`config.mk`:
```
export PLATFORM = sky130hd
export DESIGN_NAME = ordered_dither_span_builder
export DESIGN_NICKNAME = d
export VERILOG_FILES = /design/src/odsb_pkg.sv /design/src/odsb_pixel_eval.sv /design/src/ordered_dither_span_builder.sv
export VERILOG_INCLUDE_DIRS = /design/src /design/src/src
export SDC_FILE = /design/constraint.sdc
export NUM_CORES = 1
export LEC_CHECK = 0
export ABC_AREA = 0
export BUFFER_PORTS_ARGS = -buffer_cell sky130_fd_sc_hd__buf_2
export CORE_ASPECT_RATIO = 2
export CORE_UTILIZATION = 60
export DETAILED_ROUTE_END_ITERATION = 16
export HOLD_SLACK_MARGIN = 0.12
export PLACE_DENSITY = 0.81
export SLEW_MARGIN = 20
export SYNTH_ARGS = -nofsm -noshare
export SYNTH_HDL_FRONTEND = slang
export SYNTH_SLANG_ARGS = --single-unit
export TNS_END_PERCENT = 10
```
`constraint.sdc`:
```
create_clock -name clk -period 33.2 [get_ports clk]
set_input_delay 6.64 -clock clk [delete_from_list [all_inputs] [get_ports clk]]
set_output_delay 6.64 -clock clk [all_outputs]
set_load 0.1 [all_outputs]
```
`src/ordered_dither_span_builder_assert.svh`:
```
// ----------------------------------------------------------------------------
// ordered_dither_span_builder assertion macros
// Concurrent assertion helpers; they compile to nothing under synthesis.
// ----------------------------------------------------------------------------
`ifndef ORDERED_DITHER_SPAN_BUILDER_ASSERT_SVH
`define ORDERED_DITHER_SPAN_BUILDER_ASSERT_SVH

`ifndef SYNTHESIS
// checked on every clock edge outside reset
`define ODSB_ASSERT(label, prop, msg) \
	label: assert property (@(posedge clk) disable iff (!arst_n) prop) else $error(msg);
// checked on every clock edge, reset included
`define ODSB_ASSERT_ALWAYS(label, prop, msg) \
	label: assert property (@(posedge clk) prop) else $error(msg);
`else
`define ODSB_ASSERT(label, prop, msg)
`define ODSB_ASSERT_ALWAYS(label, prop, msg)
`endif

`endif

```
`src/odsb_pkg.sv`:
```
// ----------------------------------------------------------------------------
// odsb_pkg
// Types and constants shared by the ordered dither span builder.
// ----------------------------------------------------------------------------
package odsb_pkg;

	// configuration register indexes
	localparam logic [1:0] CfgDitherEnable = 2'd0;
	localparam logic [1:0] CfgInvertOutput = 2'd1;
	localparam logic [1:0] CfgOriginX      = 2'd2;
	localparam logic [1:0] CfgOriginY      = 2'd3;

	localparam int MaxWidth   = 4096;
	localparam int PlainLimit = 255 * 3 / 2;

	localparam logic [15:0] LumR        = 16'd77;
	localparam logic [15:0] LumG        = 16'd150;
	localparam logic [15:0] LumB        = 16'd29;
	localparam logic [8:0]  DitherBias  = 9'd8;

	localparam logic [3:0] BayerTab [16] = '{
		4'd0,  4'd8,  4'd2,  4'd10,
		4'd12, 4'd4,  4'd14, 4'd6,
		4'd3,  4'd11, 4'd1,  4'd9,
		4'd15, 4'd7,  4'd13, 4'd5
	};

	typedef struct packed {
		logic [7:0]  red;
		logic [7:0]  green;
		logic [7:0]  blue;
		logic [7:0]  alpha;
		logic [11:0] col;
		logic [11:0] row;
		logic        row_end;
	} pix_t;

	typedef struct packed {
		logic signed [15:0] span_x_start;
		logic signed [15:0] span_x_end;
		logic signed [15:0] span_y;
		logic               pen;
		logic               last_of_run;
	} span_t;

	typedef struct packed {
		logic visible;
		logic pen;
	} pix_eval_t;

endpackage

```
`src/odsb_pixel_eval.sv`:
```
// ----------------------------------------------------------------------------
// odsb_pixel_eval
// Bayer threshold, visibility test and one-bit pen for a single pixel.
// ----------------------------------------------------------------------------
module odsb_pixel_eval (
	input  odsb_pkg::pix_t      pix,
	input  logic                dither_enable,
	input  logic                invert_output,
	output odsb_pkg::pix_eval_t res
);
	import odsb_pkg::*;

	logic [7:0]  thresh;
	logic [15:0] lum_sum;
	logic [8:0]  lum_limit;
	logic [9:0]  rgb_sum;
	logic        white;

	always_comb begin
		thresh    = {BayerTab[{pix.row[1:0], pix.col[1:0]}], 4'b0000};
		lum_sum   = LumR * {8'd0, pix.red} + LumG * {8'd0, pix.green}
			+ LumB * {8'd0, pix.blue};
		lum_limit = {1'b0, thresh} + DitherBias;
		rgb_sum   = {2'b00, pix.red} + {2'b00, pix.green} + {2'b00, pix.blue};
		if (dither_enable) begin
			white = {1'b0, lum_sum[15:8]} >= lum_limit;
		end else begin
			white = rgb_sum > 10'(PlainLimit);
		end
		res.visible = (pix.alpha > thresh) && ({5'd0, pix.col} < 17'(MaxWidth));
		res.pen     = white ^ invert_output;
	end

endmodule

```
`src/ordered_dither_span_builder.sv`:
```
// ----------------------------------------------------------------------------
// ordered_dither_span_builder
// Dithers (or, with dithering off, thresholds) an RGBA pixel stream to a one-bit pen and merges runs into spans.
// ----------------------------------------------------------------------------
// Registers: a span is presented once the transaction that closes it has passed
//   the input register, then the output register.
// Throughput: one pixel per cycle unless span_stall holds the output; a pixel
//   closing two spans holds the input register, as the output register takes one span.
// Reset: arst_n clears the open run, both valid flags and the configuration
//   registers (invert_output resets to 1, all others to 0).
`include "ordered_dither_span_builder_assert.svh"

module ordered_dither_span_builder (
	input  logic            clk,
	input  logic            arst_n,
	input  logic            cfg_we,
	input  logic [1:0]      cfg_index,
	input  logic [15:0]     cfg_wdata,
	input  logic            pix_valid,
	output logic            pix_stall,
	input  odsb_pkg::pix_t  pix,
	output logic            span_valid,
	input  logic            span_stall,
	output odsb_pkg::span_t span
);
	import odsb_pkg::*;

	logic        dither_enable_q;
	logic        invert_output_q;
	logic [15:0] origin_x_q;
	logic [15:0] origin_y_q;

	logic        pix_valid_s1;
	pix_t        pix_s1;

	logic        run_active_q;
	logic [11:0] run_start_q;
	logic [11:0] run_end_q;
	logic [11:0] run_row_q;
	logic        run_pen_q;
	logic        phase_q;

	logic        span_valid_q;
	span_t       span_q;

	pix_eval_t   ev;

	logic        extend;
	logic        emit_old;
	logic        start_new;
	logic        active_after;
	logic        emit_end;
	logic        need_out;
	logic        two_span;
	logic        out_free;
	logic        step;
	logic        consume;
	logic        nxt_active;
	logic [11:0] start_after;
	logic [11:0] row_after;
	logic        pen_after;
	logic [11:0] src_start;
	logic [11:0] src_end;
	logic [11:0] src_row;
	logic        src_pen;
	logic        src_last;
	span_t       span_nxt;

	odsb_pixel_eval u_eval (
		.pix           (pix_s1),
		.dither_enable (dither_enable_q),
		.invert_output (invert_output_q),
		.res           (ev)
	);

	always_comb begin
		extend = run_active_q && ev.visible && (pix_s1.row == run_row_q)
			&& ({1'b0, pix_s1.col} == ({1'b0, run_end_q} + 13'd1))
			&& (ev.pen == run_pen_q);
		emit_old     = run_active_q && !extend;
		start_new    = ev.visible && !extend;
		active_after = extend || start_new;
		emit_end     = pix_s1.row_end && active_after;
		start_after  = start_new ? pix_s1.col : run_start_q;
		row_after    = start_new ? pix_s1.row : run_row_q;
		pen_after    = start_new ? ev.pen : run_pen_q;

		if (phase_q) begin
			// second span of a pixel: the run it opened, closed by row end
			need_out  = 1'b1;
			two_span  = 1'b0;
			src_start = run_start_q;
			src_end   = run_end_q;
			src_row   = run_row_q;
			src_pen   = run_pen_q;
			src_last  = 1'b1;
			nxt_active = 1'b0;
		end else begin
			need_out = emit_old || emit_end;
			two_span = emit_old && emit_end;
			src_last = !two_span;
			if (emit_old) begin
				src_start = run_start_q;
				src_end   = run_end_q;
				src_row   = run_row_q;
				src_pen   = run_pen_q;
			end else begin
				src_start = start_after;
				src_end   = pix_s1.col;
				src_row   = row_after;
				src_pen   = pen_after;
			end
			nxt_active = two_span || (active_after && !emit_end);
		end

		out_free  = !span_valid_q || !span_stall;
		step      = pix_valid_s1 && (!need_out || out_free);
		consume   = step && !two_span;
		pix_stall = pix_valid_s1 && !consume;

		span_nxt.span_x_start = origin_x_q + {4'd0, src_start};
		span_nxt.span_x_end   = origin_x_q + {4'd0, src_end};
		span_nxt.span_y       = origin_y_q + {4'd0, src_row};
		span_nxt.pen          = src_pen;
		span_nxt.last_of_run  = src_last;
	end

	always_ff @(posedge clk or negedge arst_n) begin
		if (!arst_n) begin
			dither_enable_q <= 1'b0;
			invert_output_q <= 1'b1;
			origin_x_q      <= 16'd0;
			origin_y_q      <= 16'd0;
		end else if (cfg_we) begin
			unique case (cfg_index)
				CfgDitherEnable: dither_enable_q <= cfg_wdata[0];
				CfgInvertOutput: invert_output_q <= cfg_wdata[0];
				CfgOriginX:      origin_x_q      <= cfg_wdata;
				CfgOriginY:      origin_y_q      <= cfg_wdata;
				default: ;
			endcase
		end
	end

	always_ff @(posedge clk or negedge arst_n) begin
		if (!arst_n) begin
			pix_valid_s1 <= 1'b0;
			span_valid_q <= 1'b0;
			run_active_q <= 1'b0;
			run_start_q  <= 12'd0;
			run_end_q    <= 12'd0;
			run_row_q    <= 12'd0;
			run_pen_q    <= 1'b0;
			phase_q      <= 1'b0;
		end else begin
			if (!pix_stall) begin
				pix_valid_s1 <= pix_valid;
			end
			if (out_free) begin
				span_valid_q <= step && need_out;
			end
			if (step) begin
				run_active_q <= nxt_active;
				phase_q      <= two_span;
				if (!phase_q) begin
					run_start_q <= start_after;
					run_end_q   <= pix_s1.col;
					run_row_q   <= row_after;
					run_pen_q   <= pen_after;
				end
			end
		end
	end

	always_ff @(posedge clk) begin
		if (pix_valid && !pix_stall) begin
			pix_s1 <= pix;
		end
		if (step && need_out) begin
			span_q <= span_nxt;
		end
	end

	assign span_valid = span_valid_q;
	assign span       = span_q;

	`ODSB_ASSERT(a_phase_has_run, phase_q |-> (run_active_q && pix_valid_s1), "no open run")
	`ODSB_ASSERT(a_first_span_not_last, $rose(phase_q) |-> span_valid_q && !span_q.last_of_run, "early last")
	`ODSB_ASSERT_ALWAYS(a_stall_needs_item, pix_stall |-> pix_valid_s1, "stall while empty")

endmodule
```
== Word-level counts from Yosys, hierarchy flattened ==
Memory sizes are Yosys's and may differ from the RTL's.
Cells that the tools add are included.

* Bits in registers: 182
* Latch bits: 0
* RAM bits: 0
* Bits in read-only memories: 64
* Bits of input ports: 80
* Output and inout port bits: 52
* Word-level logic and storage cells: 101
* Memories kept: 1

* $add $sub $neg: 9
* $mul: 3
* Divide/modulo/power cells: 0
* $lt $le $gt $ge: 4
* Eq/ne operators: 6
* Shift operators: 0
* Mux-type cells: 17
* Bitwise logic cells: 3
* Reductions and logical operators: 34

{| class="wikitable"
|+ Memory list
! name !! words !! bits a word !! read ports !! clocked after memory_dff !! wr ports !! line !! RTL
|-
| (no name shown) || 16 || 4 || 1 || 0 || 0 || odsb_pixel_eval.sv:20 || <nowiki>thresh = {BayerTab[{pix.row[1:0], pix.col[1:0]}], 4'b0000};</nowiki>
|}

{| class="wikitable"
|+ Operator list
! kind !! number
|-
| 2-to-1 mux 12 bit || 8
|-
| adder 16 x 12 -> 16 bit || 3
|-
| multiplier 7 x 8 -> 15 bit, first input constant || 2
|-
| adder 15 x 16 -> 16 bit || 1
|-
| adder 16 x 13 -> 16 bit || 1
|-
| logical AND 1 bit || 14
|-
| adder 12 x 1 -> 13 bit, second input constant || 1
|-
| == test 12 x 13 -> 1 bit || 1
|-
| multiplier 5 x 8 -> 13 bit, first input constant || 1
|-
| == test 12 bit || 1
|-
| adder 10 x 8 -> 10 bit || 1
|-
| > comparator 10 x 9 -> 1 bit, second input constant || 1
|-
| AND reduction 2 bit || 5
|-
| adder 8 x 4 -> 9 bit, second input constant || 1
|-
| adder 8 x 8 -> 9 bit || 1
|-
| >= comparator 8 x 9 -> 1 bit || 1
|-
| logical NOT 1 bit || 9
|-
| > comparator 8 bit || 1
|-
| 2-to-1 mux 4 bit || 2
|-
| 2-to-1 mux 1 bit || 7
|-
| >= comparator 5 bit, second input constant || 1
|-
| logical OR 1 bit || 5
|-
| NOT 4 -> 5 bit || 1
|-
| == test 2 bit, second input constant || 2
|-
| 5 further kinds || 5
|}

== Longest topological paths before layout ==
Gate-level depths: netlist of the first run.

* Depth after elaboration: 24
* Depth in mapped cells: 46
* Mapped depth without buffers: 45

== Modules after synthesis ==
From an unflattened synthesis of the first run, not the netlist that was laid out.

* Cell total of the unflattened synthesis: 994
* Area, all modules: 12578.3 um^2

{| class="wikitable"
|+ Modules (own cells, without submodules)
! module !! instances !! cells each !! area each (um^2) !! seq. area each (um^2)
|-
| ordered_dither_span_builder || 1 || 642 || 8992.4 || 5091.1
|-
| odsb_pixel_eval || 1 || 352 || 3585.9 || 0.0
|}

== Worst setup path before layout of the first run ==
Ideal clock, no wire load.

* Path type: reg2out
* From: register pix_s1[47] (netlist name)
* To: output port pix_stall
* Data arrival time: 8233 ps
* Data required time: 26560 ps
* Path slack: 18327 ps
* Stages on the path, launching flop included: 29
* Buffers on the path: 0
* Path through: edfxtp_1 -> ha_1 -> ha_1 -> fa_1 -> fa_1 -> ha_1 -> xnor2_1 -> fa_1 -> fa_1 -> fa_1 -> fa_1 -> ha_1 -> nand4_1 -> a221oi_1 -> o31a_1 -> o21ai_0 -> a21boi_0 -> o21a_1 -> nor2_1 -> xor2_1 -> xnor2_1 -> ha_1 -> nand4_1 -> nand4b_1 -> o22ai_2 -> xor2_2 -> mux2_4 -> a32o_1 -> and2_1

* Longest elaborated chain between the ends: 20
* Elaborated cells between the ends (all ways): 27
* Classes of those cells: add/sub (4); mul (1); order compare (2); eq/ne (1); mux (3); bitwise (1); reduce/logical (15)

{| class="wikitable"
|+ RTL lines
! element !! line !! RTL
|-
| start: declaration || ordered_dither_span_builder.sv:34 || <nowiki>pix_t pix_s1;</nowiki>
|-
| start signal: assignment || ordered_dither_span_builder.sv:177 || <nowiki>pix_s1 <= pix;</nowiki>
|-
| multiplier 7 x 8 -> 15 bit || odsb_pixel_eval.sv:21 || <nowiki>lum_sum = LumR * {8'd0, pix.red} + LumG * {8'd0, pix.green}</nowiki>
|-
| adder 15 x 16 -> 16 bit || odsb_pixel_eval.sv:21 ||
|-
| adder 16 x 13 -> 16 bit || odsb_pixel_eval.sv:22 || <nowiki>+ LumB * {8'd0, pix.blue};</nowiki>
|-
| >= comparator 8 x 9 -> 1 bit || odsb_pixel_eval.sv:26 || <nowiki>white = {1'b0, lum_sum[15:8]} >= lum_limit;</nowiki>
|-
| 2-to-1 mux 1 bit * || odsb_pixel_eval.sv:25 || <nowiki>if (dither_enable) begin</nowiki>
|-
| bitwise XOR 1 bit * || odsb_pixel_eval.sv:31 || <nowiki>res.pen = white ^ invert_output;</nowiki>
|-
| == test 1 bit * || ordered_dither_span_builder.sv:79 || <nowiki>&& (ev.pen == run_pen_q);</nowiki>
|-
| logical AND 1 bit * || ordered_dither_span_builder.sv:79 ||
|-
| [4 not listed] || - ||
|-
| logical OR 1 bit || ordered_dither_span_builder.sv:99 || <nowiki>need_out = emit_old || emit_end;</nowiki>
|-
| 2-to-1 mux 1 bit || ordered_dither_span_builder.sv:88 || <nowiki>if (phase_q) begin</nowiki>
|-
| logical NOT 1 bit || ordered_dither_span_builder.sv:117 || <nowiki>step = pix_valid_s1 && (!need_out || out_free);</nowiki>
|-
| logical OR 1 bit || ordered_dither_span_builder.sv:117 ||
|-
| logical AND 1 bit || ordered_dither_span_builder.sv:117 ||
|-
| logical AND 1 bit * || ordered_dither_span_builder.sv:118 || <nowiki>consume = step && !two_span;</nowiki>
|-
| logical NOT 1 bit * || ordered_dither_span_builder.sv:119 || <nowiki>pix_stall = pix_valid_s1 && !consume;</nowiki>
|-
| logical AND 1 bit * || ordered_dither_span_builder.sv:119 ||
|-
| end: declaration || ordered_dither_span_builder.sv:20 || <nowiki>output logic pix_stall,</nowiki>
|}

Mark *: on every way between the ends. The rest lies on a longest branch, timed or not.

== Worst setup path after layout of the first run ==
Ends and elaborated chain as after synthesis.

==> results of run 1 <==
path summary, 6_finish.rpt:
path                       depth (start not counted)                        from                     endpoint
max                                               30        pix_s1[47]$_DFFE_PP_                    pix_stall
min                                                1  run_start_q[1]$_DFFE_PN0P_   run_start_q[1]$_DFFE_PN0P_
max reg2reg                                       41        pix_s1[47]$_DFFE_PP_           span[30]$_DFFE_PP_
min reg2reg                                        1  run_start_q[1]$_DFFE_PN0P_   run_start_q[1]$_DFFE_PN0P_
max in group asynchronous                          2                      arst_n  invert_output_q$_DFFE_PN1P_
min in group asynchronous                          1                      arst_n    run_end_q[11]$_DFFE_PN0P_
registers in the layout (all words and copies together) (netlist names), 12 cells and up:
| signal | cells |
|---|---|
| origin_x_q | 16 |
| span | 50 |
| run_end_q | 12 |
| run_row_q | 12 |
| pix_s1 | 57 |
| run_start_q | 12 |
| origin_y_q | 16 |
layout make-up:
class	count	area [sq um]	area share [%]
inverters	95	357	2.55
well taps	266	333	2.38
diodes	1	2.50	0.0179
repair buffers	135	708	5.06
clock buffers	20	437	3.12
flip-flops and latches	182	5090	36.4
multi-input cells	710	6950	49.6
clock inverters	12	123	0.876
routing by layer:
metal  track usage (%)  part of all wire (%)  vias up
li1                  -                     -     3888
met1              23.9                    30     4123
met2              58.2                    58      244
met3              6.11                   4.2      113
met4              24.0                   7.7        2
met5                 0                 0.054        -
layout by cell type, fill, tap and decap left out, types with 6 or more instances in the layout:
cell type	Yosys	final
mux2_2	65	65
buf_2	2	130
xnor2_1	71	71
nor3_1	11	11
o21bai_1	20	20
fa_1	60	60
mux2_1	42	42
edfxtp_1	107	107
and2_1	6	6
nor2_1	37	37
a21o_1	14	14
nand4_1	11	11
nand2_1	23	23
a21oi_1	45	44
and3_1	8	8
nand3_1	12	12
xor2_1	23	23
clkbuf_16	0	17
ha_1	147	147
o21a_1	8	8
dfrtp_1	74	74
o21ai_0	21	21
nand2b_1	6	6
nor4_1	6	6
inv_1	94	94
kinds of logic (layout without fill, tap and decap cells):
family	count (synthesis)	count (layout)	synth area share [%]
fa+ha+maj	207	207	24.4
flops	182	182	40.9
compound gates	151	151	8.28
simple gates	147	147	6.23
buf+inv	111	262	3.49
mux	110	110	9.96
xor+xnor	95	95	6.74
other cells	0	1	0
through the flow:
step	utilization (%)	std cells	hold slack [ns]	cell area, sq um	setup slack [ns]
4_1_cts	68.6	1419	0.493	14000	17.26
3_5_place_dp	65.8	1387	0.477	13400	17.79
2_1_floorplan	-	1003	0.459	12500	18.33
5_1_grt	68.7	1420	0.503	14000	16.79
3_3_place_gp	65.8	1387	0.468	13400	17.91
6_report	68.7	1421	0.495	14000	17.28
worst max-delay path, delay by kind of cell, from the launching register on:
family          cells  cell delay [ns]
flops               1             0.50
fa+ha+maj          11             4.40
simple gates        5             0.57
mux                 1             0.38
buf+inv             1             0.29
compound gates      8             1.89
xor+xnor            4             0.80
==> impl_metrics.tcl, run 1 <==
set metrics [dict create \
    yosysWarningCount 0 \
    worstSetupPathType "flip-flop to output pin" \
    syn_area_sq_um 12500 \
    end_kind "output pin" \
    yosys-top-cells-count "147 x ha_1, 107 x edfxtp_1, 94 x inv_1, 74 x dfrtp_1, 71 x xnor2_1" \
    syn_inst 1003 \
    nNetsFinal 1428 \
    coreArea_sq_um 20400 \
    cts-buffers-inserted 17 \
    report.final.slew_viol_count 0 \
    fmax_mhz 62.8 \
    drc 0 \
    vias 8370 \
    grt_pass1_vias 9124 \
    cp-start-kind "flip-flop" \
    critPathRequiredTime_ns 26.56 \
    grt_first_pass_wirelength_um 46000 \
    ys_top_cells_by_area "edfxtp_1 26%, dfrtp_1 15%, ha_1 15%" \
    cap_violations 0 \
    synthFlopType "edfxtp_1" \
    ant_nets 0 \
    grt_usage_pct 29.3 \
    synth.most_common_cell "ha_1" \
    syn_to_final_growth_pct 12.4 \
    dp_hpwl_um 23600 \
    seq_area_frac_synth_pct 40.9 \
    drive_gt1_share_pct 21.2 \
    synth_top_area_share_pct 25.8 \
    setup_viol 0 \
    start_util_pct 61.1 \
    finalCritPeriodShare_pct 47.9 \
    rows 74 \
    die_w_um 104 \
    fin_tns_setup_ns 0 \
    path_max_fanout 5 \
    synth_enable_flop_cells 107 \
    dieHeight_um 206 \
    pin_count 132 \
    rsz0062_at_grt "false" \
    synth_cell_type_count 72 \
    ff2ff_setup_slack_ns 21.52 \
    overflow 0 \
    io_buffer_count 131 \
    postCtsHoldBufs 0 \
    post-cts-setup-buffers 0 \
    status "finished clean" \
    hold_class "flip-flop to flip-flop" \
    clockBufferDepth 2 \
    synth_area_per_cell_sq_um 12.4 \
    arrival_ns 9.28 \
    hold_viol 0 \
    clkTransAtPathRegs_ns 0.07 \
    htree_levels 4 \
    synthArstFlopShare_pct 41.2 \
    cpMostUsedCell "ha_1" \
    cts_tree "yes" \
    slew_headroom_pct 45.0 \
    synth_top_area_cell "edfxtp_1" \
    dieArea_sq_um 21400 \
    max_slew.worst_pin.slew_ns 0.823 \
    synth_fp_nets 1290 \
    cts_resized 0 \
    clk_latency_ns 0.46 \
    fillerInstances 1512 \
    slowest_delay_ns 0.60 \
    finClkSkew_ns 0.0119 \
    routed_wirelength_um 29800 \
    routabilityCongestion 0.935 \
    cts-root-buf "clkbuf_16" \
    grt_start_max_net_pins 76 \
    via_per_inst 5.89 \
    drtIter0Drc 307 \
    clock-sinks 182 \
    crit_path_top_delay_cell "fa_1" \
    antenna_found_initial 2 \
    timing.final.crit_period_ns 15.92 \
    first_pass_iters 5 \
    wl_per_cell_um 20.9 \
    ys_ff_latch 182 \
]
Power of run 1 is not shown: default switching activity piles up to over one toggle a cycle in this logic, so the estimate is an artifact.
==> inputs of run 2 (changes only) <==
==> constraint.sdc (replaced) <==
create_clock -name clk -period 15.4 [get_ports clk]
set_input_delay 3.08 -clock clk [delete_from_list [all_inputs] [get_ports clk]]
set_output_delay 3.08 -clock clk [all_outputs]
set_load 0.1 [all_outputs]
==> impl_metrics.tcl, run 2 (synthesis results as in run 1) <==
set metrics [dict create \
    vias 8357 \
    clkTransAtPathRegs_ns 0.07 \
    drtIter0Drc 253 \
    cpMostUsedCell "fa_1" \
    report.final.slew_viol_count 0 \
    drive_gt1_share_pct 21.4 \
    cp-start-kind "flip-flop" \
    finalCritPeriodShare_pct 80.9 \
    end_kind "output pin" \
    slowest_delay_ns 0.57 \
    fmax_mhz 80.3 \
    via_per_inst 5.88 \
    largest_register "pix_s1" \
    slew_headroom_pct 42.4 \
    coreArea_sq_um 20400 \
    hold_viol 0 \
    critPathRequiredTime_ns 12.32 \
    htree_levels 4 \
    final_cell_mix "147 x ha_1, 130 x buf_2, 107 x edfxtp_1, 94 x inv_1, 74 x dfrtp_1" \
    nNetsFinal 1428 \
    cts-root-buf "clkbuf_16" \
    timing.final.crit_period_ns 12.45 \
    routed_wirelength_um 29800 \
    layout_commonest_cell "ha_1" \
    finClkSkew_ns 0.00827 \
    first_pass_iters 4 \
    wl_per_cell_um 21.0 \
    cap_violations 0 \
    max_slew.worst_pin.slew_ns 0.865 \
    clockBufferDepth 2 \
    postCtsHoldBufs 0 \
    cts-buffers-inserted 17 \
    dp_hpwl_um 23200 \
    path_max_fanout 5 \
    io_buffer_count 131 \
    start_util_pct 61.1 \
    post-cts-setup-buffers 0 \
    worstSetupPathType "flip-flop to output pin" \
    clk_latency_ns 0.45 \
    pin_count 132 \
    ant_nets 0 \
    rsz0062_at_grt "false" \
    status "finished clean" \
    die_w_um 104 \
    cts_tree "yes" \
    dieArea_sq_um 21400 \
    hold_class "flip-flop to flip-flop" \
    grt_start_max_net_pins 76 \
    syn_to_final_growth_pct 13.1 \
    grt_first_pass_wirelength_um 46000 \
    fin_tns_setup_ns 0 \
    routabilityCongestion 0.914 \
    cts_resized 0 \
    overflow 0 \
    drc 0 \
    dieHeight_um 206 \
    clock-sinks 182 \
    rows 74 \
    grt_usage_pct 29.2 \
    setup_viol 0 \
    grt_pass1_vias 8981 \
    largest_reg_flops 57 \
    antenna_found_initial 2 \
    arrival_ns 9.37 \
    crit_path_top_delay_cell "fa_1" \
]
-- run 2: layout make-up --
class	instances	area [sq um]
inverter	95	357
sequential	182	5090
clock inverter	14	211
multi-input combinational	710	6950
timing repair buffer	135	708
antenna	1	2.50
fill	1484	6290
clock buffer	18	429
tap	266	333
-- run 2: routing by layer --
layer | GRT usage [%] | share of wire, % | vias up
met4 | 20.2 | 6.5 | 2
li1 | - | - | 3880
met2 | 58.7 | 58 | 225
met5 | 0 | 0.034 | -
met1 | 25.0 | 32 | 4145
met3 | 5.96 | 3.4 | 105
-- run 2: final timing paths --
path                                             from                           to  slack (ns)  cells past startpoint
min in group asynchronous                      arst_n    run_end_q[10]$_DFFE_PN0P_        2.50                      1
max reg2reg                      pix_s1[45]$_DFFE_PP_           span[30]$_DFFE_PP_        3.67                     40
min reg2reg                run_start_q[1]$_DFFE_PN0P_   run_start_q[1]$_DFFE_PN0P_        0.49                      1
min                        run_start_q[1]$_DFFE_PN0P_   run_start_q[1]$_DFFE_PN0P_        0.49                      1
max in group asynchronous                      arst_n  invert_output_q$_DFFE_PN1P_       12.28                      2
max                              pix_s1[45]$_DFFE_PP_                    pix_stall        2.95                     29
-- run 2: metrics by stage --
step | util [%] | area, sq um | hold slack, ns | setup WS [ns] | std cells
after floorplan | - | 12500 | 0.459 | 4.09 | 1003
after global placement | 65.8 | 13400 | 0.468 | 3.68 | 1387
after detailed placement | 65.8 | 13400 | 0.480 | 3.41 | 1387
after CTS | 69.0 | 14100 | 0.495 | 2.90 | 1419
after global routing | 69.1 | 14100 | 0.509 | 2.45 | 1420
final | 69.1 | 14100 | 0.490 | 2.95 | 1421
-- run 2: worst max-delay path, delay by kind of cell, from the launching register on --
family | cells | cell delay, ns
flops | 1 | 0.50
simple gates | 5 | 0.59
mux | 1 | 0.38
xor+xnor | 4 | 0.89
buf+inv | 1 | 0.28
compound gates | 7 | 1.71
fa+ha+maj | 11 | 4.57
Power of run 2 is left out for the same reason.
